File: src/rtl/core/eare_pkg.sv
package eare_pkg;

  // Field widths
  localparam int CNT_W      = 32;
  localparam int CPR_W      = 25;
  localparam int GAIN_W     = 17;
  localparam int ANGLE_W    = 24;
  localparam int RATE_W     = 41;
  localparam int STATUS_W   = 2;
  localparam int CFG_IDX_W  = 2;
  localparam int CFG_DATA_W = 32;

  // Offset from upright needs one bit more than the count
  localparam int MOD_W = CNT_W + 1;

  // Defaults for the top level parameters
  localparam int RATE_FRAC_BITS_DEF = 16;
  localparam int TIME_BITS_DEF      = 48;

  // Gain is Q1.16
  localparam int GAIN_FRAC = 16;

  localparam logic [CPR_W-1:0]  CPR_MAX    = CPR_W'(16777216);
  localparam logic [CPR_W-1:0]  CPR_RESET  = CPR_W'(4096);
  localparam logic [GAIN_W-1:0] GAIN_ONE   = GAIN_W'(65536);
  localparam logic [GAIN_W-1:0] GAIN_RESET = GAIN_W'(16384);

  // Register indexes
  localparam logic [CFG_IDX_W-1:0] CFG_CPR     = CFG_IDX_W'(0);
  localparam logic [CFG_IDX_W-1:0] CFG_GAIN    = CFG_IDX_W'(1);
  localparam logic [CFG_IDX_W-1:0] CFG_UPRIGHT = CFG_IDX_W'(2);

  // Result status codes
  localparam logic [STATUS_W-1:0] STATUS_OK       = STATUS_W'(0);
  localparam logic [STATUS_W-1:0] STATUS_NOT_INIT = STATUS_W'(1);
  localparam logic [STATUS_W-1:0] STATUS_BAD_STEP = STATUS_W'(2);

  typedef enum logic [3:0] {
    CMD_NONE,
    CMD_LOAD,
    CMD_CHECK,
    CMD_STEP_MOD,
    CMD_ANGLE,
    CMD_LOAD_MOD2,
    CMD_DELTA,
    CMD_LOAD_DIV,
    CMD_STEP_DIV,
    CMD_RAW,
    CMD_LOAD_MUL,
    CMD_STEP_MUL,
    CMD_ADJ,
    CMD_COMMIT
  } dp_cmd_e;

  typedef struct packed {
    logic err;   // item answers with an error status
    logic op;    // latched op of the current item
    logic last;  // iterative unit is on its final step
  } dp_stat_t;

endpackage

File: src/rtl/core/eare_dp.sv
module eare_dp #(
  parameter int RateFracBits = 16,
  parameter int TimeBits     = 48
) (
  input  logic                                 clk_i,
  input  logic                                 rst_ni,
  input  eare_pkg::dp_cmd_e                    cmd_i,
  output eare_pkg::dp_stat_t                   stat_o,
  input  logic                                 cfg_valid_i,
  input  logic [eare_pkg::CFG_IDX_W-1:0]       cfg_index_i,
  input  logic [eare_pkg::CFG_DATA_W-1:0]      cfg_data_i,
  input  logic                                 op_i,
  input  logic signed [eare_pkg::CNT_W-1:0]    count_i,
  input  logic [TimeBits-1:0]                  timestamp_i,
  output logic signed [eare_pkg::ANGLE_W-1:0]  angle_counts_o,
  output logic signed [eare_pkg::RATE_W-1:0]   rate_o,
  output logic [eare_pkg::STATUS_W-1:0]        status_o
);
  import eare_pkg::*;

  // Divider: numerator 2*|delta|*2^F + dt, denominator 2*dt
  localparam int MagW  = ANGLE_W + RateFracBits;
  localparam int QB    = MagW;
  localparam int NW    = ((MagW + 1 > TimeBits) ? MagW + 1 : TimeBits) + 1;
  localparam int DW    = TimeBits + 1;
  localparam int QX    = (QB + 1 > RATE_W + 1) ? QB + 1 : RATE_W + 1;
  localparam int AccW  = RATE_W + GAIN_W;
  localparam int ItMax = (MOD_W > QB) ? ((MOD_W > GAIN_W) ? MOD_W : GAIN_W)
                                      : ((QB > GAIN_W) ? QB : GAIN_W);
  localparam int IterW = $clog2(ItMax + 1);

  localparam logic [QX-1:0]     NegLim   = QX'(1) << (RATE_W - 1);
  localparam logic [QX-1:0]     PosLim   = NegLim - QX'(1);
  localparam logic [RATE_W-1:0] RateMax  = {1'b0, {(RATE_W-1){1'b1}}};
  localparam logic [RATE_W-1:0] RateMin  = {1'b1, {(RATE_W-1){1'b0}}};
  localparam logic [AccW-1:0]   RoundAdd = AccW'(1) << (GAIN_FRAC - 1);

  // Configuration
  logic [CPR_W-1:0]  cpr_q;
  logic [GAIN_W-1:0] gain_q;
  logic [CNT_W-1:0]  upright_q;
  logic [CPR_W-1:0]  cpr_wr;
  logic [GAIN_W-1:0] gain_wr;

  // Estimator state
  logic                ready_q;
  logic [ANGLE_W-1:0]  last_angle_q;
  logic [TimeBits-1:0] last_time_q;
  logic [RATE_W-1:0]   sm_q;

  // Current item
  logic                op_q;
  logic [CNT_W-1:0]    count_q;
  logic [TimeBits-1:0] ts_q;
  logic [STATUS_W-1:0] err_now;

  // Iteration counter shared by the three units
  logic [IterW-1:0] it_q;

  // Modulo unit
  logic             mod_neg_q;
  logic [MOD_W-1:0] mod_mag_q;
  logic [CPR_W-1:0] mod_rem_q;
  logic [MOD_W-1:0] mod_opnd;
  logic [MOD_W-1:0] mod_mag_ld;
  logic [CPR_W:0]   mod_trial;
  logic [CPR_W-1:0] half;
  logic [CPR_W:0]   wrap_val;

  logic [ANGLE_W-1:0] angle_q;
  logic [ANGLE_W-1:0] delta_q;

  // Divider
  logic [ANGLE_W-1:0]  dmag;
  logic [MagW-1:0]     num_mag;
  logic [TimeBits-1:0] dt;
  logic [NW-1:0]       n_full;
  logic                div_neg_q;
  logic [DW-1:0]       div_rem_q;
  logic [DW-1:0]       div_den_q;
  logic [QB-1:0]       div_quo_q;
  logic [DW:0]         div_trial;
  logic                div_ge;
  logic [QX-1:0]       quo_ext;
  logic [RATE_W-1:0]   raw_sat;
  logic [RATE_W-1:0]   raw_q;

  // Multiplier
  logic [RATE_W:0]     diff;
  logic                mul_neg_q;
  logic [RATE_W-1:0]   mul_mag_q;
  logic [GAIN_W-1:0]   mul_gain_q;
  logic [AccW-1:0]     acc_q;
  logic [AccW-1:0]     acc_rnd;
  logic [RATE_W:0]     adj_q;
  logic [RATE_W:0]     new_sm;

  always_comb begin
    cpr_wr = cfg_data_i[CPR_W-1:0];
    if (cpr_wr == '0) begin
      cpr_wr = CPR_W'(1);
    end else if (cpr_wr > CPR_MAX) begin
      cpr_wr = CPR_MAX;
    end
    gain_wr = cfg_data_i[GAIN_W-1:0];
    if (gain_wr > GAIN_ONE) begin
      gain_wr = GAIN_ONE;
    end
  end

  always_comb begin
    if (op_q && !ready_q) begin
      err_now = STATUS_NOT_INIT;
    end else if (op_q && (ts_q <= last_time_q)) begin
      err_now = STATUS_BAD_STEP;
    end else begin
      err_now = STATUS_OK;
    end
  end

  assign stat_o.err  = (err_now != STATUS_OK);
  assign stat_o.op   = op_q;
  assign stat_o.last = (it_q == IterW'(1));

  // Modulo: operand is the offset from upright, or the change of angle
  always_comb begin
    if (cmd_i == CMD_CHECK) begin
      mod_opnd = {count_q[CNT_W-1], count_q} - {upright_q[CNT_W-1], upright_q};
    end else begin
      mod_opnd = {{(MOD_W-ANGLE_W){angle_q[ANGLE_W-1]}}, angle_q}
               - {{(MOD_W-ANGLE_W){last_angle_q[ANGLE_W-1]}}, last_angle_q};
    end
    mod_mag_ld = mod_opnd[MOD_W-1] ? -mod_opnd : mod_opnd;
    mod_trial  = {mod_rem_q, mod_mag_q[MOD_W-1]};
  end

  // Truncating remainder carries the sign of the operand, then wrap into [-half, half) for an even modulus.
  // A zero remainder takes the non-negative path, so modulus one wraps to -1.
  always_comb begin
    half = cpr_q >> 1;
    if (!mod_neg_q || (mod_rem_q == '0)) begin
      if (mod_rem_q >= half) begin
        wrap_val = {1'b0, mod_rem_q} - {1'b0, cpr_q};
      end else begin
        wrap_val = {1'b0, mod_rem_q};
      end
    end else begin
      if (mod_rem_q > half) begin
        wrap_val = {1'b0, cpr_q} - {1'b0, mod_rem_q};
      end else begin
        wrap_val = -{1'b0, mod_rem_q};
      end
    end
  end

  always_comb begin
    dmag      = delta_q[ANGLE_W-1] ? -delta_q : delta_q;
    num_mag   = {dmag, {RateFracBits{1'b0}}};
    dt        = ts_q - last_time_q;
    n_full    = NW'({num_mag, 1'b0}) + NW'(dt);
    div_trial = {div_rem_q, div_quo_q[QB-1]};
    div_ge    = (div_trial >= {1'b0, div_den_q});
  end

  always_comb begin
    quo_ext = QX'(div_quo_q);
    if (!div_neg_q) begin
      raw_sat = (quo_ext > PosLim) ? RateMax : quo_ext[RATE_W-1:0];
    end else begin
      raw_sat = (quo_ext > NegLim) ? RateMin : -quo_ext[RATE_W-1:0];
    end
  end

  always_comb begin
    diff    = {raw_q[RATE_W-1], raw_q} - {sm_q[RATE_W-1], sm_q};
    acc_rnd = (acc_q + RoundAdd) >> GAIN_FRAC;
    new_sm  = {sm_q[RATE_W-1], sm_q} + adj_q;
  end

  // Control, configuration and estimator state
  always_ff @(posedge clk_i or negedge rst_ni) begin
    if (!rst_ni) begin
      cpr_q        <= CPR_RESET;
      gain_q       <= GAIN_RESET;
      upright_q    <= '0;
      ready_q      <= 1'b0;
      last_angle_q <= '0;
      last_time_q  <= '0;
      sm_q         <= '0;
      it_q         <= '0;
    end else begin
      if (cfg_valid_i) begin
        unique case (cfg_index_i)
          CFG_CPR:     cpr_q     <= cpr_wr;
          CFG_GAIN:    gain_q    <= gain_wr;
          CFG_UPRIGHT: upright_q <= cfg_data_i[CNT_W-1:0];
          default: ;
        endcase
      end
      unique case (cmd_i) inside
        CMD_CHECK, CMD_LOAD_MOD2: it_q <= IterW'(MOD_W);
        CMD_LOAD_DIV:             it_q <= IterW'(QB);
        CMD_LOAD_MUL:             it_q <= IterW'(GAIN_W);
        CMD_STEP_MOD, CMD_STEP_DIV, CMD_STEP_MUL: it_q <= it_q - IterW'(1);
        CMD_COMMIT: begin
          if (err_now == STATUS_OK) begin
            ready_q      <= 1'b1;
            last_angle_q <= angle_q;
            last_time_q  <= ts_q;
            sm_q         <= op_q ? new_sm[RATE_W-1:0] : '0;
          end
        end
        default: ;
      endcase
    end
  end

  // Working registers
  always_ff @(posedge clk_i) begin
    unique case (cmd_i) inside
      CMD_LOAD: begin
        op_q    <= op_i;
        count_q <= count_i;
        ts_q    <= timestamp_i;
      end
      CMD_CHECK, CMD_LOAD_MOD2: begin
        mod_neg_q <= mod_opnd[MOD_W-1];
        mod_mag_q <= mod_mag_ld;
        mod_rem_q <= '0;
      end
      CMD_STEP_MOD: begin
        mod_mag_q <= {mod_mag_q[MOD_W-2:0], 1'b0};
        if (mod_trial >= {1'b0, cpr_q}) begin
          mod_rem_q <= CPR_W'(mod_trial - {1'b0, cpr_q});
        end else begin
          mod_rem_q <= mod_trial[CPR_W-1:0];
        end
      end
      CMD_ANGLE: angle_q <= wrap_val[ANGLE_W-1:0];
      CMD_DELTA: delta_q <= wrap_val[ANGLE_W-1:0];
      CMD_LOAD_DIV: begin
        div_neg_q <= delta_q[ANGLE_W-1];
        div_rem_q <= DW'(n_full >> QB);
        div_quo_q <= n_full[QB-1:0];
        div_den_q <= {dt, 1'b0};
      end
      CMD_STEP_DIV: begin
        div_rem_q <= div_ge ? DW'(div_trial - {1'b0, div_den_q}) : div_trial[DW-1:0];
        div_quo_q <= {div_quo_q[QB-2:0], div_ge};
      end
      CMD_RAW: raw_q <= raw_sat;
      CMD_LOAD_MUL: begin
        mul_neg_q  <= diff[RATE_W];
        mul_mag_q  <= diff[RATE_W] ? RATE_W'(-diff) : diff[RATE_W-1:0];
        mul_gain_q <= gain_q;
        acc_q      <= '0;
      end
      CMD_STEP_MUL: begin
        acc_q      <= {acc_q[AccW-2:0], 1'b0}
                    + (mul_gain_q[GAIN_W-1] ? AccW'(mul_mag_q) : AccW'(0));
        mul_gain_q <= {mul_gain_q[GAIN_W-2:0], 1'b0};
      end
      CMD_ADJ: begin
        adj_q <= mul_neg_q ? -{1'b0, acc_rnd[RATE_W-1:0]} : {1'b0, acc_rnd[RATE_W-1:0]};
      end
      CMD_COMMIT: begin
        status_o <= err_now;
        if (err_now != STATUS_OK) begin
          angle_counts_o <= '0;
          rate_o         <= '0;
        end else begin
          angle_counts_o <= angle_q;
          rate_o         <= op_q ? new_sm[RATE_W-1:0] : '0;
        end
      end
      default: ;
    endcase
  end

endmodule

File: src/rtl/core/eare_ctrl.sv
module eare_ctrl (
  input  logic                clk_i,
  input  logic                rst_ni,
  input  logic                in_valid_i,
  output logic                in_ready_o,
  output logic                out_valid_o,
  input  logic                out_ready_i,
  input  eare_pkg::dp_stat_t  stat_i,
  output eare_pkg::dp_cmd_e   cmd_o
);
  import eare_pkg::*;

  typedef enum logic [3:0] {
    ST_IDLE,
    ST_CHECK,
    ST_MOD1,
    ST_ANGLE,
    ST_LD_MOD2,
    ST_MOD2,
    ST_DELTA,
    ST_LD_DIV,
    ST_DIV,
    ST_RAW,
    ST_LD_MUL,
    ST_MUL,
    ST_ADJ,
    ST_FINISH
  } state_e;

  state_e state_q, state_d;
  logic   out_valid_q, out_valid_d;
  logic   slot_free;

  assign slot_free   = !out_valid_q || out_ready_i;
  assign in_ready_o  = (state_q == ST_IDLE);
  assign out_valid_o = out_valid_q;

  always_comb begin
    state_d = state_q;
    cmd_o   = CMD_NONE;
    unique case (state_q)
      ST_IDLE: begin
        if (in_valid_i) begin
          cmd_o   = CMD_LOAD;
          state_d = ST_CHECK;
        end
      end
      ST_CHECK: begin
        cmd_o   = CMD_CHECK;
        state_d = stat_i.err ? ST_FINISH : ST_MOD1;
      end
      ST_MOD1: begin
        cmd_o = CMD_STEP_MOD;
        if (stat_i.last) state_d = ST_ANGLE;
      end
      ST_ANGLE: begin
        cmd_o   = CMD_ANGLE;
        state_d = stat_i.op ? ST_LD_MOD2 : ST_FINISH;
      end
      ST_LD_MOD2: begin
        cmd_o   = CMD_LOAD_MOD2;
        state_d = ST_MOD2;
      end
      ST_MOD2: begin
        cmd_o = CMD_STEP_MOD;
        if (stat_i.last) state_d = ST_DELTA;
      end
      ST_DELTA: begin
        cmd_o   = CMD_DELTA;
        state_d = ST_LD_DIV;
      end
      ST_LD_DIV: begin
        cmd_o   = CMD_LOAD_DIV;
        state_d = ST_DIV;
      end
      ST_DIV: begin
        cmd_o = CMD_STEP_DIV;
        if (stat_i.last) state_d = ST_RAW;
      end
      ST_RAW: begin
        cmd_o   = CMD_RAW;
        state_d = ST_LD_MUL;
      end
      ST_LD_MUL: begin
        cmd_o   = CMD_LOAD_MUL;
        state_d = ST_MUL;
      end
      ST_MUL: begin
        cmd_o = CMD_STEP_MUL;
        if (stat_i.last) state_d = ST_ADJ;
      end
      ST_ADJ: begin
        cmd_o   = CMD_ADJ;
        state_d = ST_FINISH;
      end
      ST_FINISH: begin
        // hold until the output register is free
        if (slot_free) begin
          cmd_o   = CMD_COMMIT;
          state_d = ST_IDLE;
        end
      end
      default: state_d = ST_IDLE;
    endcase
  end

  always_comb begin
    if (cmd_o == CMD_COMMIT) begin
      out_valid_d = 1'b1;
    end else if (out_ready_i) begin
      out_valid_d = 1'b0;
    end else begin
      out_valid_d = out_valid_q;
    end
  end

  always_ff @(posedge clk_i or negedge rst_ni) begin
    if (!rst_ni) begin
      state_q     <= ST_IDLE;
      out_valid_q <= 1'b0;
    end else begin
      state_q     <= state_d;
      out_valid_q <= out_valid_d;
    end
  end

endmodule

File: src/rtl/core/encoder_angle_rate_estimator.sv
// Encoder angle and rate estimator.
// Input channel (in_valid_i/in_ready_o) takes one item: op_i, count_i, timestamp_i.
// Op 0 sets the reference angle and time and clears the rate; op 1 updates the
// filtered rate. Output channel (out_valid_o/out_ready_i) returns one item per
// input item: angle_counts_o, rate_o (Q RateFracBits counts per tick), status_o.
// Configuration writes go over cfg_valid_i/cfg_index_i/cfg_data_i, always ready,
// and are meant to happen while no item is in flight.
// An error status goes from the check straight to the result write; an init
// runs one modulo pass, and an update runs two modulo passes, the divider and
// the multiplier. The two 33-step modulo passes, the radix-2 divider and the
// 17-step shift-add gain multiplier all share one iteration counter, so one item
// is worked on at a time; the next item is taken the cycle after the result is
// written to the output register.
// If the receiver stalls, the result waits in the output register; the next
// item is accepted and processed meanwhile, and holds before its result write.
// Reset clears the init flag, the stored angle, time and rate, and restores the
// default configuration (4096 counts per turn, gain 0.25, upright count 0).
module encoder_angle_rate_estimator #(
  parameter int RateFracBits = eare_pkg::RATE_FRAC_BITS_DEF,
  parameter int TimeBits     = eare_pkg::TIME_BITS_DEF
) (
  input  logic                                clk_i,
  input  logic                                rst_ni,
  input  logic                                in_valid_i,
  output logic                                in_ready_o,
  input  logic                                op_i,
  input  logic signed [eare_pkg::CNT_W-1:0]   count_i,
  input  logic [TimeBits-1:0]                 timestamp_i,
  output logic                                out_valid_o,
  input  logic                                out_ready_i,
  output logic signed [eare_pkg::ANGLE_W-1:0] angle_counts_o,
  output logic signed [eare_pkg::RATE_W-1:0]  rate_o,
  output logic [eare_pkg::STATUS_W-1:0]       status_o,
  input  logic                                cfg_valid_i,
  output logic                                cfg_ready_o,
  input  logic [eare_pkg::CFG_IDX_W-1:0]      cfg_index_i,
  input  logic [eare_pkg::CFG_DATA_W-1:0]     cfg_data_i
);
  import eare_pkg::*;

  dp_cmd_e  cmd;
  dp_stat_t stat;

  assign cfg_ready_o = 1'b1;

  eare_ctrl u_ctrl (
    .clk_i       (clk_i),
    .rst_ni      (rst_ni),
    .in_valid_i  (in_valid_i),
    .in_ready_o  (in_ready_o),
    .out_valid_o (out_valid_o),
    .out_ready_i (out_ready_i),
    .stat_i      (stat),
    .cmd_o       (cmd)
  );

  eare_dp #(
    .RateFracBits (RateFracBits),
    .TimeBits     (TimeBits)
  ) u_dp (
    .clk_i          (clk_i),
    .rst_ni         (rst_ni),
    .cmd_i          (cmd),
    .stat_o         (stat),
    .cfg_valid_i    (cfg_valid_i),
    .cfg_index_i    (cfg_index_i),
    .cfg_data_i     (cfg_data_i),
    .op_i           (op_i),
    .count_i        (count_i),
    .timestamp_i    (timestamp_i),
    .angle_counts_o (angle_counts_o),
    .rate_o         (rate_o),
    .status_o       (status_o)
  );

endmodule

File: config.mk
export PLATFORM = sky130hd
export DESIGN_NAME = encoder_angle_rate_estimator
export DESIGN_NICKNAME = d
export VERILOG_FILES = /design/src/rtl/core/eare_pkg.sv /design/src/rtl/core/eare_dp.sv /design/src/rtl/core/eare_ctrl.sv /design/src/rtl/core/encoder_angle_rate_estimator.sv
export SDC_FILE = /design/constraint.sdc
export NUM_CORES = 2
export LEC_CHECK = 0
export ABC_CLOCK_PERIOD_IN_PS = 10220
export CAP_MARGIN = 10
export CORE_AREA = 2 2 488 490
export CTS_BUF_LIST = sky130_fd_sc_hd__clkbuf_4
export DETAILED_ROUTE_END_ITERATION = 7
export DIE_AREA = 0 0 490 492
export DONT_BUFFER_PORTS = 1
export PLACE_DENSITY = 0.44
export SLEW_MARGIN = 25
export SYNTH_ARGS = -nofsm -noshare
export SYNTH_HDL_FRONTEND = slang
export SYNTH_HIERARCHICAL = 1
export SYNTH_SLANG_ARGS = --single-unit
export TNS_END_PERCENT = 30
File: constraint.sdc
create_clock -name clk_i -period 10.22 [get_ports clk_i]
set_input_delay 2.555 -clock clk_i [delete_from_list [all_inputs] [get_ports clk_i]]
set_output_delay 2.555 -clock clk_i [all_outputs]
set_load 0.02 [all_outputs]
==> reports/qor.yml <==
status: "complete, no violations"
core_area_sq_mm: 0.2363
grt_max_degree: 200
drv_slew: 0
fin_setup_tns_ns: 0
cp_slowest_stage_delay_ns: 0.84
critPathKind: "reg -> reg"
grt_pass1_wl_microns: 259900
antenna_found_initial: 39
crit_chain: "ha_1 > a211oi_1 > o21bai_1 > o311ai_0 > and2_1 > nand2_1 > a21oi_1 > xnor2_1 > ha_1 > inv_1 > fa_1 > nand2b_1 > a21oi_1 > o211a_1 > nor4b_1 > o31a_1 > o21ai_0 > nand2_1 > o211ai_1 > nand4_1 > nand3_1 > nand4_1 > xor2_1 > o21ai_0"
critPathMaxFanout: 6
drtPass1Iterations: 6
cts_tree: "built"
overflow: 0
synth_ff_type: "edfxtp_1"
cts_buffers: 222
cts.path.max_buffers: 3
dr_total_vias: 42670
synth-adder-area-share: 0.09145
final_nets: 6305
synth_compound_area_frac: 0.1846
r2r_start: "u_dp/ts_q[6]"
post_cts_buffers: 0
required_ns: 11.15
slew_headroom: 0.2830
whs_endpoint: "u_dp/last_time_q[5]"
syn-cell-area_sq_mm: 0.05410
die_h_microns: 492
dp_hpwl_microns: 130800
worst_path_dominant_cell_family: "compound AO/OA/AOI/OAI gates"
min_period_over_period: 0.6303
hold_depth: 2
track_usage: 0.1387
io_buffers: 0
ff_latch_area_sq_mm: 0.02273
synth_top_family_by_area: "compound AO/OA/AOI/OAI gates"
synth-xor-area-share: 0.08770
cts_hold_buffers: 0
syn-num-nets: 6219
die_x_microns: 490
max_freq_ghz: 0.1552
crit_path_end_kind: "flop"
cp.arrival_ns: 7.37
cts-resized-gates: 0
cts.htree.levels: 4
remaining_drc_errors: 0
ys_ff_latch: 790
hp-start: "u_dp/ts_q[5]"
syn2layout_area_growth_pct: 12.62
r2r_end: "u_dp/div_rem_q[7]"
drtAntennaViolNets: 0
maxCapViolCount: 0
drive_gt1_frac: 0.09224
grt_pass1_vias: 41970
synth_edf_count: 591
clock_skew_ns: 0.1290
clock_latency_ns: 1.25
yosys_warnings: 6
critPathLaunchType: "flop"
num-fill-cells: 25490
viasPerCell: 4.650
synth_seq_area_share: 0.4201
avgRoutedWirePerCell_microns: 18.59
setup_viol: 0
crit_slowest_cell: "o311ai_0"
start_util: 0.2290
max_slew.worst_pin.slew_ns: 1.066
critPathBufInv: 1
post-route-min-period_ns: 6.442
reg2reg_slack_ns: 3.78
synthArstFlopShare: 0.2519
rsz0062_at_grt: "false"
drt_wl_total_microns: 170600
die_area_sq_mm: 0.2411
first_iter_violations: 2768
syn_area_per_cell_sq_um: 9.473
worstRegToRegCells: 24
gp_congestion: 0.8589
hold_path.class: "reg -> reg"
synth_cells: 5711
multi_input_area_sq_mm: 0.02931
ios: 190
hold_violations: 0
yosys.area_share.simple: 0.1551
clock_sinks: 790
ys_types: 102
cts_root_buf: "clkbuf_4"
num_rows: 179
path_clk_slew_ns: 0.07
yosys-mux-area-fraction: 0.02003
## worst max-delay path by stage
stage                       start                 end  slack (ns)  cells after the start
6_report             u_dp/ts_q[6]   u_dp/div_rem_q[7]        3.78                     24
5_1_grt        u_dp/mod_rem_q[10]    u_dp/angle_q[20]        3.25                     27
4_1_cts        u_dp/mod_rem_q[10]    u_dp/angle_q[20]        3.73                     27
3_5_place_dp           in_valid_i  u_dp/mod_mag_q[30]        2.69                     16
3_3_place_gp           in_valid_i  u_dp/mod_mag_q[30]        2.70                     16
2_1_floorplan         out_ready_i     u_dp/count_q[0]        0.73                      6
## placed cells by master (no fill, tap or decap), types with 20 or more instances in the layout
cell / n
o21a_1: 63
buf_4: 54
mux2_2: 46
nor2_1: 438
nor4_1: 35
o211ai_1: 39
a211oi_1: 65
mux2i_1: 52
nand3_1: 116
o21ai_0: 403
clkinv_1: 61
and2_1: 118
dfrtp_1: 197
ha_1: 377
a21boi_0: 20
nand4_1: 51
inv_1: 387
edfxtp_1: 591
xor2_1: 185
a22o_1: 43
or3_1: 41
and3_1: 56
o21bai_1: 45
a21o_1: 180
nand2_1: 555
xnor2_1: 341
clkbuf_4: 334
nand2b_1: 70
nor3_1: 75
a31oi_1: 56
a21oi_1: 402
nor2b_1: 62
o31ai_1: 65
## metrics by stage
stage	setup slack (ns)	std cells	instance area, sq um	utilization	hold slack, ns
after floorplan	0.7283	5711	54100	-	0.4497
after global placement	2.697	8738	57870	0.2449	0.4673
after detailed placement	2.690	8740	57920	0.2451	0.4732
after CTS	3.727	9162	60880	0.2577	0.4247
after global routing	3.252	9170	60910	0.2578	0.4447
final	3.779	9176	60930	0.2579	0.4370
## worst register-to-register path: stages (launching register included)
cell and delay, ns:
edfxtp_1 0.40, ha_1 0.36, a211oi_1 0.22, o21bai_1 0.13, o311ai_0 0.84, and2_1 0.27
nand2_1 0.12, a21oi_1 0.20, xnor2_1 0.20, ha_1 0.23, inv_1 0.05, fa_1 0.38
nand2b_1 0.18, a21oi_1 0.25, o211a_1 0.20, nor4b_1 0.08, o31a_1 0.32, o21ai_0 0.32
nand2_1 0.13, o211ai_1 0.31, nand4_1 0.28, nand3_1 0.25, nand4_1 0.16, xor2_1 0.24
o21ai_0 0.12
## flip-flops by register name, summed over array words and instances (netlist names), 48 cells and up
name / flops
u_dp/acc_q: 57
u_dp/div_rem_q: 49
u_dp/div_den_q: 48
u_dp/last_time_q: 48
u_dp/ts_q: 48
## cell families after synthesis
family | after synthesis
muxes | 101
other | 1
DFF | 790
xor gates and xnor gates | 532
AOI/OAI and AO/OA | 1568
buffers and inverters | 584
and+or+nand+nor | 1746
adders and majority gates | 389
## synthesized netlist by cell type, types with 16 or more instances
master / instances / area [sq um]
clkbuf_1: 177 / 664.4
nand2_1: 556 / 2087
or4_1: 16 / 120.1
a31oi_1: 56 / 350.3
o21ai_0: 407 / 2037
and2_1: 118 / 738.2
a41oi_1: 17 / 148.9
inv_1: 387 / 1453
mux2_2: 46 / 518.0
a21oi_1: 404 / 2022
nand3b_1: 16 / 120.1
nor3b_1: 17 / 127.6
o31ai_1: 66 / 495.5
o211ai_1: 39 / 292.8
a21boi_0: 20 / 150.1
mux2i_1: 52 / 520.5
xnor2_1: 341 / 2987
o21a_1: 63 / 473.0
a211oi_1: 65 / 488.0
a22o_1: 43 / 376.6
o41ai_1: 18 / 157.7
nor2b_1: 62 / 387.9
or3_1: 42 / 262.8
nand2b_1: 70 / 437.9
nor2_1: 445 / 1670
o21bai_1: 45 / 337.8
or2_2: 18 / 112.6
nor3_1: 82 / 410.4
ha_1: 377 / 4717
nand4_1: 51 / 319.1
and3_1: 56 / 350.3
nor4_1: 35 / 219.0
dfrtp_1: 197 / 4930
nand3_1: 116 / 580.6
edfxtp_1: 591 / 17750
xor2_1: 185 / 1620
a21o_1: 181 / 1359
## layout make-up
cell class,instances,share of cell area
Antenna cell,14,0.0005750
Clock buffer,334,0.04115
Clock inverter,88,0.007516
Inverter,389,0.02397
Multi-Input combinational cell,4337,0.4811
Sequential cell,790,0.3730
Tap cell,3167,0.06504
Timing Repair Buffer,57,0.007619
## per-layer routing
layer | GRT usage | vias to the layer above | part of all wire
met1 | 0.1850 | 20350 | 0.46
met2 | 0.2233 | 979 | 0.45
li1 | - | 21030 | -
met3 | 0.03193 | 283 | 0.057
met4 | 0.03830 | 30 | 0.024
met5 | 0 | - | 0.0011
Power is not shown: default switching activity piles up to over one toggle a cycle in this logic, so the estimate is an artifact.
